--- config.mk ---
export PLATFORM = sky130hd
export DESIGN_NAME = byte_stream_report_packer_core
export DESIGN_NICKNAME = d
export VERILOG_FILES = /design/src/hdl/bsrp_pkg.sv /design/src/hdl/bsrp_front.sv /design/src/hdl/bsrp_queue.sv /design/src/hdl/bsrp_back.sv /design/src/hdl/byte_stream_report_packer_core.sv
export SDC_FILE = /design/constraint.sdc
export NUM_CORES = 2
export LEC_CHECK = 0
export BUFFER_PORTS_ARGS = -buffer_cell sky130_fd_sc_hd__buf_2
export CORE_ASPECT_RATIO = 1.1
export CORE_MARGIN = 1.5
export CORE_UTILIZATION = 55
export CTS_CLUSTER_SIZE = 12
export DETAILED_ROUTE_END_ITERATION = 10
export GPL_TIMING_DRIVEN = 0
export PLACE_DENSITY = 0.73
export SYNTH_ARGS = -nofsm -noshare
export SYNTH_HDL_FRONTEND = slang
export SYNTH_SLANG_ARGS = --single-unit
--- constraint.sdc ---
create_clock -name aclk -period 10.7 [get_ports aclk]
set_clock_uncertainty 0.05 [all_clocks]
set_input_delay 3.21 -clock aclk [delete_from_list [all_inputs] [get_ports aclk]]
set_output_delay 3.21 -clock aclk [all_outputs]
set_load 0.01 [all_outputs]
--- src/hdl/bsrp_pkg.sv ---
`timescale 1ns / 1ps

package bsrp_pkg;

    localparam int BUF_DEPTH     = 256;
    localparam int AW            = $clog2(BUF_DEPTH);
    localparam int PAYLOAD_BYTES = 63;
    localparam int CW            = $clog2(PAYLOAD_BYTES + 1);
    localparam int BYTE_W        = 8;
    localparam int QUEUE_DEPTH   = 2;
    localparam int QAW           = $clog2(QUEUE_DEPTH);
    localparam int QCW           = $clog2(QUEUE_DEPTH + 1);

    localparam logic [BYTE_W-1:0] TIMEOUT_RESET = 8'd5;
    localparam logic [BYTE_W-1:0] WAIT_MAX      = 8'hFF;

    // item kinds carried on s_tuser
    localparam logic OP_PUSH = 1'b0;
    localparam logic OP_TICK = 1'b1;

    // command from the classifier to the report engine
    typedef struct packed {
        logic              is_ovf;  // overflow result, val is the dropped byte
        logic [BYTE_W-1:0] val;     // dropped byte or report length
    } cmd_t;

    // ring buffer write port
    typedef struct packed {
        logic              en;
        logic [AW-1:0]     addr;
        logic [BYTE_W-1:0] data;
    } wr_port_t;

endpackage

--- src/hdl/bsrp_front.sv ---
`timescale 1ns / 1ps

module bsrp_front (
    input  logic                       aclk,
    input  logic                       aresetn,
    input  logic                       s_tvalid,
    output logic                       s_tready,
    input  logic                       s_tuser,
    input  logic [bsrp_pkg::BYTE_W-1:0] s_tdata,
    input  logic                       cfg_valid,
    output logic                       cfg_ready,
    input  logic [bsrp_pkg::BYTE_W-1:0] cfg_data,
    input  logic [bsrp_pkg::AW-1:0]    phys_rd_ptr,
    output logic                       cmd_valid,
    output bsrp_pkg::cmd_t             cmd,
    input  logic                       cmd_ready,
    output bsrp_pkg::wr_port_t         wr
);
    import bsrp_pkg::*;

    logic [AW-1:0]     wr_ptr_reg, wr_ptr_next;
    logic [AW-1:0]     rd_ptr_reg, rd_ptr_next;
    logic [BYTE_W-1:0] wait_reg, wait_next;
    logic [BYTE_W-1:0] timeout_reg;
    logic [AW-1:0]     held;
    logic              log_full, phys_full, accept, is_push;
    logic              full_rep, timed, send_rep;
    logic [CW-1:0]     take;

    assign cfg_ready = 1'b1;

    assign held      = wr_ptr_reg - rd_ptr_reg;
    assign log_full  = held == AW'(BUF_DEPTH - 1);
    // slot after the write pointer still waits to be read out
    assign phys_full = AW'(wr_ptr_reg + 1'b1) == phys_rd_ptr;
    assign s_tready  = cmd_ready && !(phys_full && rd_ptr_reg != phys_rd_ptr);
    assign accept    = s_tvalid && s_tready;
    assign is_push   = s_tuser == OP_PUSH;

    assign full_rep  = held >= AW'(PAYLOAD_BYTES);
    assign timed     = wait_reg >= timeout_reg;
    assign take      = full_rep ? CW'(PAYLOAD_BYTES) : held[CW-1:0];
    assign send_rep  = !is_push && held != '0 && (full_rep || timed);

    assign cmd_valid  = accept && ((is_push && log_full) || send_rep);
    assign cmd.is_ovf = is_push;
    assign cmd.val    = is_push ? s_tdata : BYTE_W'(take);

    assign wr.en   = accept && is_push && !log_full;
    assign wr.addr = wr_ptr_reg;
    assign wr.data = s_tdata;

    always_comb begin
        wr_ptr_next = wr_ptr_reg;
        rd_ptr_next = rd_ptr_reg;
        wait_next   = wait_reg;
        if (wr.en) begin
            wr_ptr_next = AW'(wr_ptr_reg + 1'b1);
        end
        if (accept && send_rep) begin
            rd_ptr_next = AW'(rd_ptr_reg + AW'(take));
            wait_next   = '0;
        end else if (accept && !is_push && held != '0 && wait_reg != WAIT_MAX) begin
            wait_next = wait_reg + 1'b1;
        end
    end

    always_ff @(posedge aclk) begin
        if (!aresetn) begin
            wr_ptr_reg  <= '0;
            rd_ptr_reg  <= '0;
            wait_reg    <= '0;
            timeout_reg <= TIMEOUT_RESET;
        end else begin
            wr_ptr_reg <= wr_ptr_next;
            rd_ptr_reg <= rd_ptr_next;
            wait_reg   <= wait_next;
            if (cfg_valid && cfg_ready) begin
                timeout_reg <= cfg_data;
            end
        end
    end

endmodule

--- src/hdl/bsrp_queue.sv ---
`timescale 1ns / 1ps

module bsrp_queue (
    input  logic           aclk,
    input  logic           aresetn,
    input  logic           in_valid,
    input  bsrp_pkg::cmd_t in_cmd,
    output logic           in_ready,
    output logic           out_valid,
    output bsrp_pkg::cmd_t out_cmd,
    input  logic           out_ready
);
    import bsrp_pkg::*;

    cmd_t           q_reg [QUEUE_DEPTH];
    logic [QAW-1:0] wr_idx_reg, rd_idx_reg;
    logic [QCW-1:0] count_reg;
    logic           push, pop;

    assign in_ready  = count_reg != QCW'(QUEUE_DEPTH);
    assign out_valid = count_reg != '0;
    assign out_cmd   = q_reg[rd_idx_reg];
    assign push      = in_valid && in_ready;
    assign pop       = out_valid && out_ready;

    always_ff @(posedge aclk) begin
        if (!aresetn) begin
            wr_idx_reg <= '0;
            rd_idx_reg <= '0;
            count_reg  <= '0;
        end else begin
            if (push) begin
                wr_idx_reg <= (wr_idx_reg == QAW'(QUEUE_DEPTH - 1)) ? '0 : QAW'(wr_idx_reg + 1'b1);
            end
            if (pop) begin
                rd_idx_reg <= (rd_idx_reg == QAW'(QUEUE_DEPTH - 1)) ? '0 : QAW'(rd_idx_reg + 1'b1);
            end
            if (push && !pop) begin
                count_reg <= QCW'(count_reg + 1'b1);
            end else if (pop && !push) begin
                count_reg <= QCW'(count_reg - 1'b1);
            end
        end
    end

    always_ff @(posedge aclk) begin
        if (push) begin
            q_reg[wr_idx_reg] <= in_cmd;
        end
    end

endmodule

--- src/hdl/bsrp_back.sv ---
`timescale 1ns / 1ps

module bsrp_back (
    input  logic                        aclk,
    input  logic                        aresetn,
    input  logic                        cmd_valid,
    input  bsrp_pkg::cmd_t              cmd,
    output logic                        cmd_ready,
    input  bsrp_pkg::wr_port_t          wr,
    output logic [bsrp_pkg::AW-1:0]     phys_rd_ptr,
    output logic                        m_tvalid,
    input  logic                        m_tready,
    output logic [bsrp_pkg::BYTE_W-1:0] m_tdata,
    output logic                        m_tlast,
    output logic                        m_tuser
);
    import bsrp_pkg::*;

    logic [BYTE_W-1:0] ring_mem [BUF_DEPTH];
    logic [BYTE_W-1:0] rd_data_reg;

    logic              busy_reg, busy_next;
    logic [CW-1:0]     k_reg, k_next;
    logic [CW-1:0]     take_reg, take_next;
    logic [AW-1:0]     prd_reg, prd_next;

    // element stage ahead of the output register
    logic              s1_valid_reg, s1_valid_next;
    logic              s1_mem_reg, s1_mem_next;
    logic [BYTE_W-1:0] s1_val_reg, s1_val_next;
    logic              s1_last_reg, s1_last_next;
    logic              s1_ovf_reg, s1_ovf_next;

    logic              m_valid_reg;
    logic [BYTE_W-1:0] m_data_reg;
    logic              m_last_reg, m_ovf_reg;

    logic              out_free, s1_move, s1_free, pop, gen, is_data, rd_en;

    assign out_free  = !m_valid_reg || m_tready;
    assign s1_move   = s1_valid_reg && out_free;
    assign s1_free   = !s1_valid_reg || s1_move;
    assign cmd_ready = !busy_reg && s1_free;
    assign pop       = cmd_valid && cmd_ready;
    assign gen       = busy_reg && s1_free;
    assign is_data   = k_reg <= take_reg;
    assign rd_en     = gen && is_data;

    assign phys_rd_ptr = prd_reg;
    assign m_tvalid    = m_valid_reg;
    assign m_tdata     = m_data_reg;
    assign m_tlast     = m_last_reg;
    assign m_tuser     = m_ovf_reg;

    always_comb begin
        busy_next     = busy_reg;
        k_next        = k_reg;
        take_next     = take_reg;
        prd_next      = prd_reg;
        s1_valid_next = s1_valid_reg;
        s1_mem_next   = s1_mem_reg;
        s1_val_next   = s1_val_reg;
        s1_last_next  = s1_last_reg;
        s1_ovf_next   = s1_ovf_reg;
        if (pop) begin
            // overflow result or the length byte of a report
            s1_valid_next = 1'b1;
            s1_mem_next   = 1'b0;
            s1_val_next   = cmd.val;
            s1_last_next  = cmd.is_ovf;
            s1_ovf_next   = cmd.is_ovf;
            busy_next     = !cmd.is_ovf;
            k_next        = CW'(1);
            take_next     = cmd.val[CW-1:0];
        end else if (gen) begin
            s1_valid_next = 1'b1;
            s1_mem_next   = is_data;
            s1_val_next   = '0;
            s1_last_next  = k_reg == CW'(PAYLOAD_BYTES);
            s1_ovf_next   = 1'b0;
            k_next        = CW'(k_reg + 1'b1);
            busy_next     = k_reg != CW'(PAYLOAD_BYTES);
            if (rd_en) begin
                prd_next = AW'(prd_reg + 1'b1);
            end
        end else if (s1_move) begin
            s1_valid_next = 1'b0;
        end
    end

    always_ff @(posedge aclk) begin
        if (!aresetn) begin
            busy_reg     <= 1'b0;
            k_reg        <= '0;
            prd_reg      <= '0;
            s1_valid_reg <= 1'b0;
            m_valid_reg  <= 1'b0;
        end else begin
            busy_reg     <= busy_next;
            k_reg        <= k_next;
            prd_reg      <= prd_next;
            s1_valid_reg <= s1_valid_next;
            if (s1_move) begin
                m_valid_reg <= 1'b1;
            end else if (m_tready) begin
                m_valid_reg <= 1'b0;
            end
        end
    end

    always_ff @(posedge aclk) begin
        take_reg    <= take_next;
        s1_mem_reg  <= s1_mem_next;
        s1_val_reg  <= s1_val_next;
        s1_last_reg <= s1_last_next;
        s1_ovf_reg  <= s1_ovf_next;
        if (s1_move) begin
            m_data_reg <= s1_mem_reg ? rd_data_reg : s1_val_reg;
            m_last_reg <= s1_last_reg;
            m_ovf_reg  <= s1_ovf_reg;
        end
    end

    always_ff @(posedge aclk) begin
        if (wr.en) begin
            ring_mem[wr.addr] <= wr.data;
        end
    end

    always_ff @(posedge aclk) begin
        if (rd_en) begin
            rd_data_reg <= ring_mem[prd_reg];
        end
    end

    a_ovf_is_last: assert property (@(posedge aclk) disable iff (!aresetn)
        m_valid_reg && m_ovf_reg |-> m_last_reg)
        else $error("overflow result without last");

    a_read_in_report: assert property (@(posedge aclk) disable iff (!aresetn)
        rd_en |-> busy_reg && k_reg != '0)
        else $error("ring read outside a report body");

    a_report_len: assert property (@(posedge aclk) disable iff (!aresetn)
        pop && !cmd.is_ovf |-> cmd.val <= BYTE_W'(PAYLOAD_BYTES) && cmd.val != '0)
        else $error("report length out of range");

    a_no_pop_busy: assert property (@(posedge aclk) disable iff (!aresetn)
        busy_reg && !$past(pop) |=> $past(k_reg) != k_reg || !$past(gen))
        else $error("report counter stuck while generating");

endmodule

--- src/hdl/byte_stream_report_packer_core.sv ---
`timescale 1ns / 1ps

// channel   | direction | tdata / data       | tuser      | tlast
// s_        | in        | [7:0] data_byte    | [0] op     | -
// m_        | out       | [7:0] out_byte     | [0] overflow | [0] last
// cfg_      | in        | [7:0] flush_timeout| -          | -
//
// a report streams its 64 bytes one per cycle while m_tready is high, behind a
// classifier, a two-entry command queue and a registered ring read
// the input stalls only while the command queue is full or the next write slot
// still holds a byte queued for a report that has not been read out yet
// reset (aresetn low, synchronous) empties the buffer, clears the wait counter
// and sets flush_timeout to 5; ring contents are not cleared
// the output register lets the next item be accepted while a byte waits on m_tready

module byte_stream_report_packer_core (
    input  logic                        aclk,
    input  logic                        aresetn,
    // input item transfer
    input  logic                        s_tvalid,
    output logic                        s_tready,
    input  logic [bsrp_pkg::BYTE_W-1:0] s_tdata,   // [7:0] data_byte
    input  logic                        s_tuser,   // [0] op: 0 push, 1 tick
    // result transfer
    output logic                        m_tvalid,
    input  logic                        m_tready,
    output logic [bsrp_pkg::BYTE_W-1:0] m_tdata,   // [7:0] out_byte
    output logic                        m_tlast,   // last byte of a report or overflow
    output logic                        m_tuser,   // [0] overflow
    // flush_timeout write
    input  logic                        cfg_valid,
    output logic                        cfg_ready,
    input  logic [bsrp_pkg::BYTE_W-1:0] cfg_data
);
    import bsrp_pkg::*;

    // classifier to queue
    logic     f_cmd_valid, f_cmd_ready;
    cmd_t     f_cmd;
    // queue to report engine
    logic     q_cmd_valid, q_cmd_ready;
    cmd_t     q_cmd;
    // ring write port and read pointer shared between the halves
    wr_port_t wr;
    logic [AW-1:0] phys_rd_ptr;

    // front: buffer bookkeeping, tick decisions, overflow detection
    bsrp_front u_front (
        .aclk        (aclk),
        .aresetn     (aresetn),
        .s_tvalid    (s_tvalid),
        .s_tready    (s_tready),
        .s_tuser     (s_tuser),
        .s_tdata     (s_tdata),
        .cfg_valid   (cfg_valid),
        .cfg_ready   (cfg_ready),
        .cfg_data    (cfg_data),
        .phys_rd_ptr (phys_rd_ptr),
        .cmd_valid   (f_cmd_valid),
        .cmd         (f_cmd),
        .cmd_ready   (f_cmd_ready),
        .wr          (wr)
    );

    // short command queue decoupling the two halves
    bsrp_queue u_queue (
        .aclk      (aclk),
        .aresetn   (aresetn),
        .in_valid  (f_cmd_valid),
        .in_cmd    (f_cmd),
        .in_ready  (f_cmd_ready),
        .out_valid (q_cmd_valid),
        .out_cmd   (q_cmd),
        .out_ready (q_cmd_ready)
    );

    // back: ring memory and report streaming
    bsrp_back u_back (
        .aclk        (aclk),
        .aresetn     (aresetn),
        .cmd_valid   (q_cmd_valid),
        .cmd         (q_cmd),
        .cmd_ready   (q_cmd_ready),
        .wr          (wr),
        .phys_rd_ptr (phys_rd_ptr),
        .m_tvalid    (m_tvalid),
        .m_tready    (m_tready),
        .m_tdata     (m_tdata),
        .m_tlast     (m_tlast),
        .m_tuser     (m_tuser)
    );

endmodule
==> metrics.txt <==
Sink Count 2155; synthesis-to-finish area growth 10.7%; # DRC 0; vias in the first global route 43200; most frequent cells in the layout edfxtp_1, mux4_2, nor2_1; Mean Syn Cell Area 21.9 um^2; CP endpoint kind output port; ys async rst share 0; Leakage Power between 20 and 30 nW; P_int 14.8 mW; post-synthesis sequential area ratio 0.756; status complete, but fails checks; Inst Count DP 5993; Synth Net Count 3940; Hold Path Stages 0; deepest clock path buffer count 3; ys flop type edfxtp_1; final net count 4196; CTS root buf clkbuf_16; final setup fails 0; Post-CTS Setup Inserts 0; sw power 6.01 mW; Synth Instances 3881; critical path's slowest cell dfxtp_1; Final Max Slew Viols 11; RSZ-0062 raised after global routing no; min-delay src u_back.s1_ovf_reg; post-DR wirelength/cell around 43 um; Pre-antenna DRT Iters 7; worst path cell trace ha_1 -> clkbuf_1 -> nand3b_1 -> a221o_1 -> a221oi_1 -> o221ai_2 -> buf_2; commonest non-fill, non-tap cell in the layout edfxtp_1; max reg flops around 2000; # rows 151; I/O pin count 35; Yosys warnings 0; CTS hold repair buffers 0; critical path type reg -> out; initial antenna violation count 24; cell family with most CP delay compound AO/OA/AOI/OAI gates; max cap viols 1; minimum clock period 6.46 ns; Post-Route WL 271000 um; area of the core 0.154 mm^2; initial drt markers 8071; Cell Pwr Density around 220 mW/mm^2; via/cell ratio just over 7; Net Sw Frac 0.288; Inserted Clock Buffers 206; clock network fraction of total power 0.318; combinational share of power 0.228; Tcrit/Tclk final 0.604; post-route insts no fill 6310; Detail Route Antenna Nets 0; Least-Margin Pin Slew around 1.6 ns; Worst R2R Start u_back.phys_rd_ptr[1]; Die X-Extent 378 um; fmax 155 MHz; Hold WC Path Type reg -> reg; largest net degree at the start of global routing around 160; routability cong. 1.02; CP Depth 7; Critical Path Start Type register; H-tree levels 4; TritonCTS clock tree yes; WP buf/inv 2; post-CTS resize count 0; Skew-Pair Late Insertion Delay 0.87 ns; Seq cells post-synth 2155; PortBufs 32; Critical Path Max Stage Delay 0.60 ns; Die H 415 um; violated checks capacitance limit, slew limit; Overall Global Routing Usage 0.351; Post-DP HPWL about 170000 um; data arrival time of the worst path 3.20 ns; Netlist Area Pre-Place ~0.085 mm^2; max_slew headroom -0.0777; initial core utilization 0.553; worst r2r path cells 11; Critical Path RT approximately 7.4 ns; crit-path max FO 10; Clock transition at path regs 0.06 ns; first-pass GRT wire length ~360000 um; layout cells sized above 1 0.257; gr ovfl total 0; Crit. Startpoint u_front.wr_ptr_reg[1]; post-synthesis cell type count 75; VDD IR-drop max 187 uV; Final Hold Vio Count 0; Sequential Power Share 0.454; number of synthesized flops with an enable pin 2100; setup tns final 0 ns; routed via count about 45000; DIE AREA roughly 0.16 mm^2
power by group through the flow:
stage	Combinational [mW]	Sequential (mW)	Clock [mW]
final	4.75	9.46	6.63
after detailed placement	4.59	9.64	0
after global routing	4.76	9.47	6.91
after global placement	4.52	9.66	0
after floorplan	2.65	9.63	0
after CTS	4.61	9.46	6.60
layer usage:
metal | GRT usage | vias up | share of wire
li1 | - | 16700 | -
met3 | 0.140 | 893 | 0.15
met5 | 0 | - | 0.00084
met1 | 0.437 | 23400 | 0.32
met2 | 0.509 | 4239 | 0.44
met4 | 0.235 | 18 | 0.081
cell type report:
class                           instances  area, um^2
Sequential cell                      2155       64200
Fill cell                           10300       59600
Multi-Input combinational cell       1467       19300
Clock buffer                          266        5450
Tap cell                             2065        2580
Buffer                                221        1300
Timing Repair Buffer                   48         621
Clock inverter                         35         338
Inverter                               38         143
Antenna cell                           15        37.5
synth_stat cells, drive strengths merged, types with 6 or more instances:
| cell | n | area share |
|---|---|---|
| xnor2 | 26 | 0.0027 |
| buf | 145 | 0.011 |
| a21boi | 6 | 0.00053 |
| nor3 | 11 | 0.00065 |
| ha | 35 | 0.0052 |
| mux4 | 627 | 0.17 |
| edfxtp | 2100 | 0.74 |
| nand4 | 15 | 0.0011 |
| a21oi | 33 | 0.0019 |
| nand2 | 61 | 0.0027 |
| a22o | 7 | 0.00072 |
| a21o | 8 | 0.00071 |
| inv | 38 | 0.0017 |
| or3 | 8 | 0.00059 |
| and3 | 9 | 0.00066 |
| mux2 | 16 | 0.0021 |
| nand3 | 28 | 0.0022 |
| a22oi | 32 | 0.0028 |
| clkbuf | 76 | 0.0034 |
| mux2i | 48 | 0.0057 |
| nor2b | 30 | 0.0022 |
| xor2 | 25 | 0.0026 |
| a211oi | 8 | 0.00077 |
| nand2b | 8 | 0.00059 |
| o21ai | 23 | 0.0014 |
| dfxtp | 55 | 0.013 |
| and2 | 7 | 0.00052 |
| nor4b | 7 | 0.00072 |
| o22ai | 7 | 0.00052 |
| nor2 | 316 | 0.014 |
logic make-up after synthesis:
kind of cell,Yosys count,synth area share
other cells,1,0.0000442
fa+ha+maj,37,0.00563
xor+xnor,51,0.00526
compound gates,167,0.0142
simple gates,520,0.0278
buf+inv,259,0.0164
flops,2155,0.756
mux,691,0.175
path summary, 6_finish.rpt:
| path | endpoint | slack (ns) |
|---|---|---|
| min | u_back.m_tuser | 0.38 |
| min reg2reg | u_back.m_tuser | 0.38 |
| max | s_tready | 4.24 |
| max reg2reg | u_back.rd_data_reg[0] | 4.63 |
stage by stage:
step	utilization	hold slack [ns]	power, mW	instance area [um^2]	setup WS (ns)
CTS	0.611	0.383	20.7	93900	4.23
detailed placement	0.574	0.369	14.2	88100	3.79
global route	0.611	0.385	21.1	93900	4.03
floorplan	-	0.350	12.3	84900	5.64
finish	0.612	0.379	20.8	94000	4.24
global placement	0.570	0.365	14.2	87600	3.37
(Power assumes the default switching activity.)
